`config.mk`:
```
export PLATFORM = sky130hd
export DESIGN_NAME = octahedral_normal_encoder
export DESIGN_NICKNAME = d
export VERILOG_FILES = /design/src/rtl/octn_pkg.sv /design/src/rtl/octn_prep.sv /design/src/rtl/octn_div_stage.sv /design/src/rtl/octahedral_normal_encoder.sv
export SDC_FILE = /design/constraint.sdc
export NUM_CORES = 2
export LEC_CHECK = 0
export BUFFER_PORTS_ARGS = -buffer_cell sky130_fd_sc_hd__buf_2
export CAP_MARGIN = 30
export CORE_UTILIZATION = 40
export DETAILED_ROUTE_END_ITERATION = 10
export PLACE_DENSITY_LB_ADDON = 0.2
export SETUP_SLACK_MARGIN = 0.5
export SLEW_MARGIN = 20
export SYNTH_ARGS = -nofsm -noshare
export SYNTH_HDL_FRONTEND = slang
export SYNTH_SLANG_ARGS = --single-unit
```
`constraint.sdc`:
```
create_clock -name clk -period 12.8 [get_ports clk]
set_input_delay 1.28 -clock clk [delete_from_list [all_inputs] [get_ports clk]]
set_output_delay 1.28 -clock clk [all_outputs]
set_load 0.05 [all_outputs]
```
`src/rtl/octn_pkg.sv`:
```
// shared types and constants for the octahedral normal encoder
`default_nettype none

package octn_pkg;

    localparam int CW = 16;          // input component width
    localparam int LW = 17;          // l1 norm and numerator width
    localparam int NW = 33;          // scaled numerator and remainder width
    localparam int DW = 18;          // doubled l1 norm width
    localparam int QW = 15;          // quotient width
    localparam int OW = 16;          // output coordinate width

    typedef struct packed {
        logic neg_u;
        logic neg_v;
        logic degen;
    } flags_t;

    typedef struct packed {
        logic [CW-1:0] ax;
        logic [CW-1:0] ay;
        logic [CW-1:0] az;
        logic          y_le0;
        flags_t        flags;
    } abs_t;

    typedef struct packed {
        logic [LW-1:0] l1;
        logic [LW-1:0] nu;
        logic [LW-1:0] nv;
        flags_t        flags;
    } num_t;

    typedef struct packed {
        logic [NW-1:0] rem_u;
        logic [NW-1:0] rem_v;
        logic [QW-1:0] q_u;
        logic [QW-1:0] q_v;
        logic [DW-1:0] den;
        flags_t        flags;
    } div_t;

endpackage

`default_nettype wire

```
`src/rtl/octn_prep.sv`:
```
// front stages: magnitudes, l1 norm, rounded scaled numerators
`default_nettype none

module octn_prep
(
    input  wire logic                 clk,
    input  wire logic                 rst_n,
    input  wire logic                 in_valid,
    output logic                      in_ready,
    input  wire logic signed [15:0]   x,
    input  wire logic signed [15:0]   y,
    input  wire logic signed [15:0]   z,
    output logic                      out_valid,
    input  wire logic                 out_ready,
    output octn_pkg::div_t            out_data
);

    logic              a_v_reg;
    logic              a_v_next;
    octn_pkg::abs_t    a_reg;
    octn_pkg::abs_t    a_next;
    logic              a_adv;

    logic              b_v_reg;
    logic              b_v_next;
    octn_pkg::num_t    b_reg;
    octn_pkg::num_t    b_next;
    logic              b_adv;

    logic              c_v_reg;
    logic              c_v_next;
    octn_pkg::div_t    c_reg;
    octn_pkg::div_t    c_next;
    logic              c_adv;

    assign c_adv    = !c_v_reg || out_ready;
    assign b_adv    = !b_v_reg || c_adv;
    assign a_adv    = !a_v_reg || b_adv;
    assign in_ready = a_adv;

    always_comb
    begin
        a_next.ax          = x[15] ? 16'(-x) : 16'(x);
        a_next.ay          = y[15] ? 16'(-y) : 16'(y);
        a_next.az          = z[15] ? 16'(-z) : 16'(z);
        a_next.y_le0       = y[15] || (y == 16'sd0);
        a_next.flags.neg_u = x[15];
        a_next.flags.neg_v = z[15];
        a_next.flags.degen = (x == 16'sd0) && (y == 16'sd0) && (z == 16'sd0);
        a_v_next           = a_adv ? in_valid : a_v_reg;
    end

    always_comb
    begin
        b_next.l1    = {1'b0, a_reg.ax} + {1'b0, a_reg.ay} + {1'b0, a_reg.az};
        b_next.nu    = a_reg.y_le0 ? ({1'b0, a_reg.ax} + {1'b0, a_reg.ay})
                                   : {1'b0, a_reg.ax};
        b_next.nv    = a_reg.y_le0 ? ({1'b0, a_reg.az} + {1'b0, a_reg.ay})
                                   : {1'b0, a_reg.az};
        b_next.flags = a_reg.flags;
        b_v_next     = b_adv ? a_v_reg : b_v_reg;
    end

    // numerator 2*32767*n + l1, denominator 2*l1
    always_comb
    begin
        c_next.rem_u = {b_reg.nu, 16'b0} - {15'b0, b_reg.nu, 1'b0} + {16'b0, b_reg.l1};
        c_next.rem_v = {b_reg.nv, 16'b0} - {15'b0, b_reg.nv, 1'b0} + {16'b0, b_reg.l1};
        c_next.q_u   = '0;
        c_next.q_v   = '0;
        c_next.den   = {b_reg.l1, 1'b0};
        c_next.flags = b_reg.flags;
        c_v_next     = c_adv ? b_v_reg : c_v_reg;
    end

    always_ff @(posedge clk or negedge rst_n)
    begin
        if (!rst_n)
        begin
            a_v_reg <= 1'b0;
            b_v_reg <= 1'b0;
            c_v_reg <= 1'b0;
        end
        else
        begin
            a_v_reg <= a_v_next;
            b_v_reg <= b_v_next;
            c_v_reg <= c_v_next;
        end
    end

    always_ff @(posedge clk)
    begin
        if (a_adv && in_valid)
        begin
            a_reg <= a_next;
        end
        if (b_adv && a_v_reg)
        begin
            b_reg <= b_next;
        end
        if (c_adv && b_v_reg)
        begin
            c_reg <= c_next;
        end
    end

    assign out_valid = c_v_reg;
    assign out_data  = c_reg;

endmodule

`default_nettype wire

```
`src/rtl/octn_div_stage.sv`:
```
// one restoring division step for both coordinates
`default_nettype none

module octn_div_stage
#(
    parameter int BIT = 0
)
(
    input  wire logic            clk,
    input  wire logic            rst_n,
    input  wire logic            in_valid,
    output logic                 in_ready,
    input  wire octn_pkg::div_t  in_data,
    output logic                 out_valid,
    input  wire logic            out_ready,
    output octn_pkg::div_t       out_data
);

    logic                        v_reg;
    logic                        v_next;
    octn_pkg::div_t              d_reg;
    octn_pkg::div_t              d_next;
    logic                        adv;
    logic [octn_pkg::NW-1:0]     shifted;
    logic                        take_u;
    logic                        take_v;

    assign adv      = !v_reg || out_ready;
    assign in_ready = adv;

    always_comb
    begin
        shifted  = {{(octn_pkg::NW - octn_pkg::DW){1'b0}}, in_data.den} << BIT;
        take_u   = in_data.rem_u >= shifted;
        take_v   = in_data.rem_v >= shifted;
        d_next   = in_data;
        if (take_u)
        begin
            d_next.rem_u = in_data.rem_u - shifted;
        end
        if (take_v)
        begin
            d_next.rem_v = in_data.rem_v - shifted;
        end
        d_next.q_u[BIT] = take_u;
        d_next.q_v[BIT] = take_v;
        v_next   = adv ? in_valid : v_reg;
    end

    always_ff @(posedge clk or negedge rst_n)
    begin
        if (!rst_n)
        begin
            v_reg <= 1'b0;
        end
        else
        begin
            v_reg <= v_next;
        end
    end

    always_ff @(posedge clk)
    begin
        if (adv && in_valid)
        begin
            d_reg <= d_next;
        end
    end

    assign out_valid = v_reg;
    assign out_data  = d_reg;

endmodule

`default_nettype wire

```
`src/rtl/octahedral_normal_encoder.sv`:
```
// octahedral normal encoder: q1.15 normal in, two snorm16 coordinates out
// path from input to output: prep stages, divider stages, output register
// throughput one normal per cycle unless stalled; 15-step pipelined divider
// each stage holds its item under back-pressure and fills bubbles as they pass
// reset clears all valid bits; data registers are not reset
`default_nettype none

module octahedral_normal_encoder
(
    input  wire logic          clk,
    input  wire logic          rst_n,
    input  wire logic          s_tvalid,
    output logic               s_tready,
    input  wire logic [47:0]   s_tdata,   // normal_x, normal_y, normal_z
    output logic               m_tvalid,
    input  wire logic          m_tready,
    output logic [31:0]        m_tdata,   // oct_u, oct_v
    output logic [0:0]         m_tuser    // degenerate
);

    logic             st_valid [0:octn_pkg::QW];
    logic             st_ready [0:octn_pkg::QW];
    octn_pkg::div_t   st_data  [0:octn_pkg::QW];

    logic                     o_v_reg;
    logic                     o_v_next;
    logic [octn_pkg::OW-1:0]  u_reg;
    logic [octn_pkg::OW-1:0]  u_next;
    logic [octn_pkg::OW-1:0]  v_reg;
    logic [octn_pkg::OW-1:0]  v_next;
    logic                     degen_reg;
    logic [octn_pkg::OW-1:0]  mag_u;
    logic [octn_pkg::OW-1:0]  mag_v;
    logic                     o_adv;

    octn_prep u_prep
    (
        .clk       (clk),
        .rst_n     (rst_n),
        .in_valid  (s_tvalid),
        .in_ready  (s_tready),
        .x         (s_tdata[15:0]),
        .y         (s_tdata[31:16]),
        .z         (s_tdata[47:32]),
        .out_valid (st_valid[0]),
        .out_ready (st_ready[0]),
        .out_data  (st_data[0])
    );

    for (genvar i = 0; i < octn_pkg::QW; i++)
    begin : g_div
        octn_div_stage
        #(
            .BIT (octn_pkg::QW - 1 - i)
        )
        u_stage
        (
            .clk       (clk),
            .rst_n     (rst_n),
            .in_valid  (st_valid[i]),
            .in_ready  (st_ready[i]),
            .in_data   (st_data[i]),
            .out_valid (st_valid[i+1]),
            .out_ready (st_ready[i+1]),
            .out_data  (st_data[i+1])
        );
    end

    assign o_adv                 = !o_v_reg || m_tready;
    assign st_ready[octn_pkg::QW] = o_adv;

    // all-zero normal gives zero coordinates
    always_comb
    begin
        mag_u    = st_data[octn_pkg::QW].flags.degen ? '0
                 : {1'b0, st_data[octn_pkg::QW].q_u};
        mag_v    = st_data[octn_pkg::QW].flags.degen ? '0
                 : {1'b0, st_data[octn_pkg::QW].q_v};
        u_next   = st_data[octn_pkg::QW].flags.neg_u ? (~mag_u + 16'd1) : mag_u;
        v_next   = st_data[octn_pkg::QW].flags.neg_v ? (~mag_v + 16'd1) : mag_v;
        o_v_next = o_adv ? st_valid[octn_pkg::QW] : o_v_reg;
    end

    always_ff @(posedge clk or negedge rst_n)
    begin
        if (!rst_n)
        begin
            o_v_reg <= 1'b0;
        end
        else
        begin
            o_v_reg <= o_v_next;
        end
    end

    always_ff @(posedge clk)
    begin
        if (o_adv && st_valid[octn_pkg::QW])
        begin
            u_reg     <= u_next;
            v_reg     <= v_next;
            degen_reg <= st_data[octn_pkg::QW].flags.degen;
        end
    end

    assign m_tvalid = o_v_reg;
    assign m_tdata  = {v_reg, u_reg};
    assign m_tuser  = degen_reg;

    a_degen_zero: assert property (@(posedge clk) disable iff (!rst_n)
        (m_tvalid && m_tuser[0]) |-> (m_tdata == 32'd0))
        else $error("degenerate result with nonzero coordinates");

    a_u_range: assert property (@(posedge clk) disable iff (!rst_n)
        m_tvalid |-> (m_tdata[15:0] != 16'h8000))
        else $error("oct_u outside snorm16 range");

    a_v_range: assert property (@(posedge clk) disable iff (!rst_n)
        m_tvalid |-> (m_tdata[31:16] != 16'h8000))
        else $error("oct_v outside snorm16 range");

endmodule

`default_nettype wire
```
-- Word-level counts from Yosys, hierarchy flattened
Cells that the tools add are included.
- order comparisons: 30
- bitwise logic cells: 2
- reduce and logical (&&, ||, !) cells: 63
- mux-type cells: 37
- $add $sub $neg: 40
- operators with widths (cell ; number):
    $mux 33 ; 28
    $mux 15 ; 5
    $add 33x17->33 ; 2
    $ge 33x18->1 ; 2
    $ge 33x19->1 ; 2
    $ge 33x20->1 ; 2
    $ge 33x21->1 ; 2
    $ge 33x22->1 ; 2
    $ge 33x23->1 ; 2
    $ge 33x24->1 ; 2
    $ge 33x25->1 ; 2
    $ge 33x26->1 ; 2
    $ge 33x27->1 ; 2
    $ge 33x28->1 ; 2
    $ge 33x29->1 ; 2
    $ge 33x30->1 ; 2
    $ge 33x31->1 ; 2
    $ge 33x32->1 ; 2
    $sub 33x18->33 ; 2
    $sub 33x19->33 ; 2
    $sub 33x20->33 ; 2
    $sub 33x21->33 ; 2
    $sub 33x22->33 ; 2
    $sub 33x23->33 ; 2
    19 further kinds ; 95
- logic and storage cells: 335
- register bits after elaboration: 1691
- output and inout port bits: 35
- input bits: 52

-- Logic depth before layout (Yosys ltp)
- depth after elaboration: 21
- gate-level depth with buffers: 19
- depth with buffers taken out: 19

-- By module
A second synthesis with hierarchy kept.
- cell total of the unflattened synthesis: 9492
- area total of the unflattened synthesis: 110260.7 um2
- modules (own cells, without submodules) (module ; cells each ; area an instance (um2) ; sequential area each (um2) ; times used):
    octn_prep ; 1213 ; 13158.9 ; 5780.5 ; 1
    octn_div_stage at g_div[11].u_stage ; 573 ; 6573.8 ; 3538.4 ; 1
    octn_div_stage at g_div[14].u_stage ; 578 ; 6553.8 ; 3538.4 ; 1
    octn_div_stage at g_div[12].u_stage ; 566 ; 6517.5 ; 3538.4 ; 1
    octn_div_stage at g_div[9].u_stage ; 553 ; 6451.2 ; 3538.4 ; 1
    octn_div_stage at g_div[13].u_stage ; 559 ; 6421.2 ; 3538.4 ; 1
    octn_div_stage at g_div[10].u_stage ; 554 ; 6363.6 ; 3538.4 ; 1
    octn_div_stage at g_div[7].u_stage ; 527 ; 6314.8 ; 3538.4 ; 1
    octn_div_stage at g_div[0].u_stage ; 487 ; 6287.3 ; 3538.4 ; 1
    octn_div_stage at g_div[8].u_stage ; 532 ; 6272.3 ; 3538.4 ; 1
    octn_div_stage at g_div[5].u_stage ; 530 ; 6259.8 ; 3538.4 ; 1
    octn_div_stage at g_div[6].u_stage ; 538 ; 6257.3 ; 3538.4 ; 1
    octn_div_stage at g_div[3].u_stage ; 527 ; 6244.7 ; 3538.4 ; 1
    octn_div_stage at g_div[2].u_stage ; 504 ; 6224.7 ; 3538.4 ; 1
    +3 rows ; - ; - ; - ; -

-- Least setup slack after synthesis
Ideal clock, no wire load.
- kind: input to register
- from: in m_tready
- to: reg g_div[5].u_stage.d_reg (netlist bit g_div[5].u_stage.out_data[0]) (enable)
- arrival time: 8.870 ns
- setup time: 0.698 ns
- data required time: 12.102 ns
- path buffers: 0
- stages on the path: 6
- path slack: 3.233 ns
- path through: nor2b_1 nand3_1 nor2_1 and3_1 and2_1 a21boi_0
- longest elaborated chain between the ends: 12
- ends and longest elaborated chain (what ; line ; text):
    start, declared ; octahedral_normal_encoder.sv:16 ; input wire logic m_tready,
    $logic_or 1x1->1 ; octahedral_normal_encoder.sv:69 ; assign o_adv = !o_v_reg || m_tready;
    $logic_or 1x1->1 (10 in series) ; octn_div_stage.sv:28 ; assign adv = !v_reg || out_ready;
    $logic_and 1x1->1 ; octn_div_stage.sv:64 ; if (adv && in_valid)
    end signal, assigned ; octn_div_stage.sv:66 ; d_reg <= d_next;
    end, declared ; octn_div_stage.sv:21 ; octn_pkg::div_t d_reg;
Every way passes these cells.
A chain may end at the register's enable or synchronous reset.

-- Final worst setup path
- from: in m_tready
- to: out s_tready
- longest elaborated chain between the ends: 19
- ends and longest elaborated chain (what ; line ; text):
    $logic_or 1x1->1 ; octahedral_normal_encoder.sv:69 ;
    $logic_or 1x1->1 (15 in series) ; octn_div_stage.sv:28 ;
    $logic_or 1x1->1 ; octn_prep.sv:36 ; assign c_adv = !c_v_reg || out_ready;
    $logic_or 1x1->1 ; octn_prep.sv:37 ; assign b_adv = !b_v_reg || c_adv;
    $logic_or 1x1->1 ; octn_prep.sv:38 ; assign a_adv = !a_v_reg || b_adv;
    end, declared ; octahedral_normal_encoder.sv:13 ; output logic s_tready,
Every way passes these cells.

==> impl_metrics.toml <==
[run_status]
status = "complete, no violations"

[drt]
drtAntennaViolNets = 0
firstDrtPassIters = 6
vias = 59721
first_iter_violations = 3989
via_per_inst = 5.39
drt-total-wl_um = 238000
wl_per_cell_um = 21.5
drc = 0

[clocking]
post-cts-setup-buffers = 0
cts_root_buffer = "clkbuf_16"
ctsResizeCount = 0
cts_tree = "yes"
clk_latency_ps = 830
clkTransAtPathRegs_ps = 60
cts.sinks = 1661
htreeDepth = 4
numCtsBuffers = 178
clk_path_buf_depth = 3
cts_hold_repair.buffers = 0

[floorplan]
start_util = 0.404
row_count = 173
die_w_um = 477
ios = 87
die_h_um = 477
die_area_mm2 = 0.228
coreArea_mm2 = 0.223

[global_routing]
antenna_found_initial = 5
overflow = 0
grt_max_degree = 81
grt_pass1_vias = 59061
grt_pass1_wl_um = 357000
track_usage = 0.205

[pwr]
power_uw = 25300
p_per_area_mw_per_mm2 = 251
peakVddDrop_v = 0.000160
p_leak_uw = 0.0386

[synthesis]
ys_top_cells_by_area = "edfxtp_1 (55%), ha_1 (9.1%), xnor2_1 (3.4%)"
muxShareOfSynthArea = 0.0173
synthAdderAreaFrac = 0.0983
syn_area_per_cell_um2 = 11.7
yosysMostFrequentCell = "edfxtp_1"
yosys.area_share.simple = 0.118
syn_nets = 8484
synth_area_leader_cell = "edfxtp_1"
ys_ff_latch = 1661
ys_seq_area_frac = 0.552
synthCells = 7744
synth_top_family_by_area = "compound AO/OA/AOI/OAI gates"
synth-main-ff-cell = "edfxtp_1"
synth_enable_flop_cells = 1642
syn_area_mm2 = 0.0902
yosys-top-cells-count = "edfxtp_1 (1642), ha_1 (653), nand2_1 (586)"
netlist.area_leader.share = 0.546
yosysWarnings = 0
synthArstFlopShare = 0.0114
synth_compound_area_frac = 0.123
ys_types = 81
yosys.area_share.xor_xnor = 0.0647

[timing]
setup_tns_ps = 0
maxSlewHeadroom = 0.314
rsz0062_at_grt = "no"
finalSetupViolCount = 0
max_freq_mhz = 203
finalCritPeriodShare = 0.384
min_period_ps = 4920
slew_violations = 0
finalHoldViolations = 0
fin_skew_ps = 35.0
max_slew.worst_pin.slew_ps = 1020

[final_layout]
nFillCells = 20423
nets = 8693
drive_above_1_share = 0.0772
utilization = 0.451
largest_reg_flops = 1419
finalNonFillerCells = 11074
area_delta_synth_final_pct = 11.5

[worst_setup_path]
r2r_setup_slack_ps = 8350
cp.arrival_ps = 3640
worstSetupEndpointType = "primary output"
required_ps = 11520
critical_path.max_fanout = 5
r2r-end = "u_prep.out_data[80]"
critical_path_class = "in2out"
start_kind = "input port"
worstReg2RegStart = "u_prep.b_reg[40]"
worst_r2r_path_depth = 12

[place]
dpl.cell_count = 10744
gp_congestion = 0.891
io_buffers = 86
hpwl_um = 189000

[worst_hold_path]
hold_depth = 0
hold_path.startpoint = "g_div[4].u_stage.out_data[47]"
hold_end = "g_div[5].u_stage.out_data[47]"
hold_class = "reg2reg"

[flow_run]
maxCapViolCount = 0
==> worst max-delay path by stage <==
stage / start / endpoint / slack, ps / cells past startpoint
2_1_floorplan: m_tready / g_div[5].u_stage.out_data[0] / 3230 / 6
3_3_place_gp: m_tready / s_tready / 7890 / 9
3_5_place_dp: m_tready / s_tready / 7870 / 9
4_1_cts: m_tready / s_tready / 7850 / 9
5_1_grt: m_tready / s_tready / 7630 / 9
6_report: m_tready / s_tready / 7880 / 9
==> metal layers <==
metal / track usage / part of all wire
met3: 0.0291 / 0.040
met1: 0.250 / 0.42
met5: 0 / 0
met4: 0.0696 / 0.033
met2: 0.367 / 0.50
==> worst max-delay path: stages <==
cell and delay [ps]:
buf_2 100, nor2b_1 360, nand3_1 200, nor2_1 350
nand2_1 190, nor3_1 470, and4_1 350, nand2_1 120
buf_2 220
==> layout make-up <==
| cell class | instances | area [um^2] | area share |
|---|---|---|---|
| flip-flops and latches | 1661 | 49800 | 0.495 |
| multi-input cells | 5418 | 38200 | 0.379 |
| clock buffers | 214 | 4610 | 0.0458 |
| well taps | 2975 | 3720 | 0.0370 |
| inverters | 539 | 2020 | 0.0201 |
| clock inverters | 111 | 1350 | 0.0134 |
| repair buffers | 155 | 1010 | 0.0100 |
| diodes | 1 | 2.50 | 0.0000249 |
==> power breakdown <==
group	leakage, uW	switching, uW	internal (uW)	total [uW]
logic	0.0197	5940	4190	10100
clock network	0.00288	2200	3040	5240
registers	0.0161	1370	8520	9890
==> cell families after synthesis <==
kind of cell	Yosys count
AND/OR/NAND/NOR	2143
AO/OA/AOI/OAI	1779
flip-flops	1661
adder cells (fa/ha/maj)	688
XOR/XNOR	667
buffers and inverters	665
multiplexers	141
==> cells in the final DEF (no fill, tap or decap), types with 120 or more instances in the layout <==
cell / n
xor2_1: 320
a21oi_1: 468
nor2_1: 487
a21o_1: 214
ha_1: 653
mux2_2: 120
nor3_1: 181
xnor2_1: 347
o21ai_0: 531
nand2_1: 586
nand2b_1: 126
clkbuf_16: 179
edfxtp_1: 1642
inv_1: 536
==> through the flow <==
step	instance area [um^2]	setup slack, ps	hold slack, ps
after floorplan	90200	3230	400
after CTS	101000	7850	349
after global placement	94500	7890	400
after detailed placement	94600	7870	405
after global routing	101000	7630	398
final	101000	7880	386
Power figures use the tool's default switching activity.
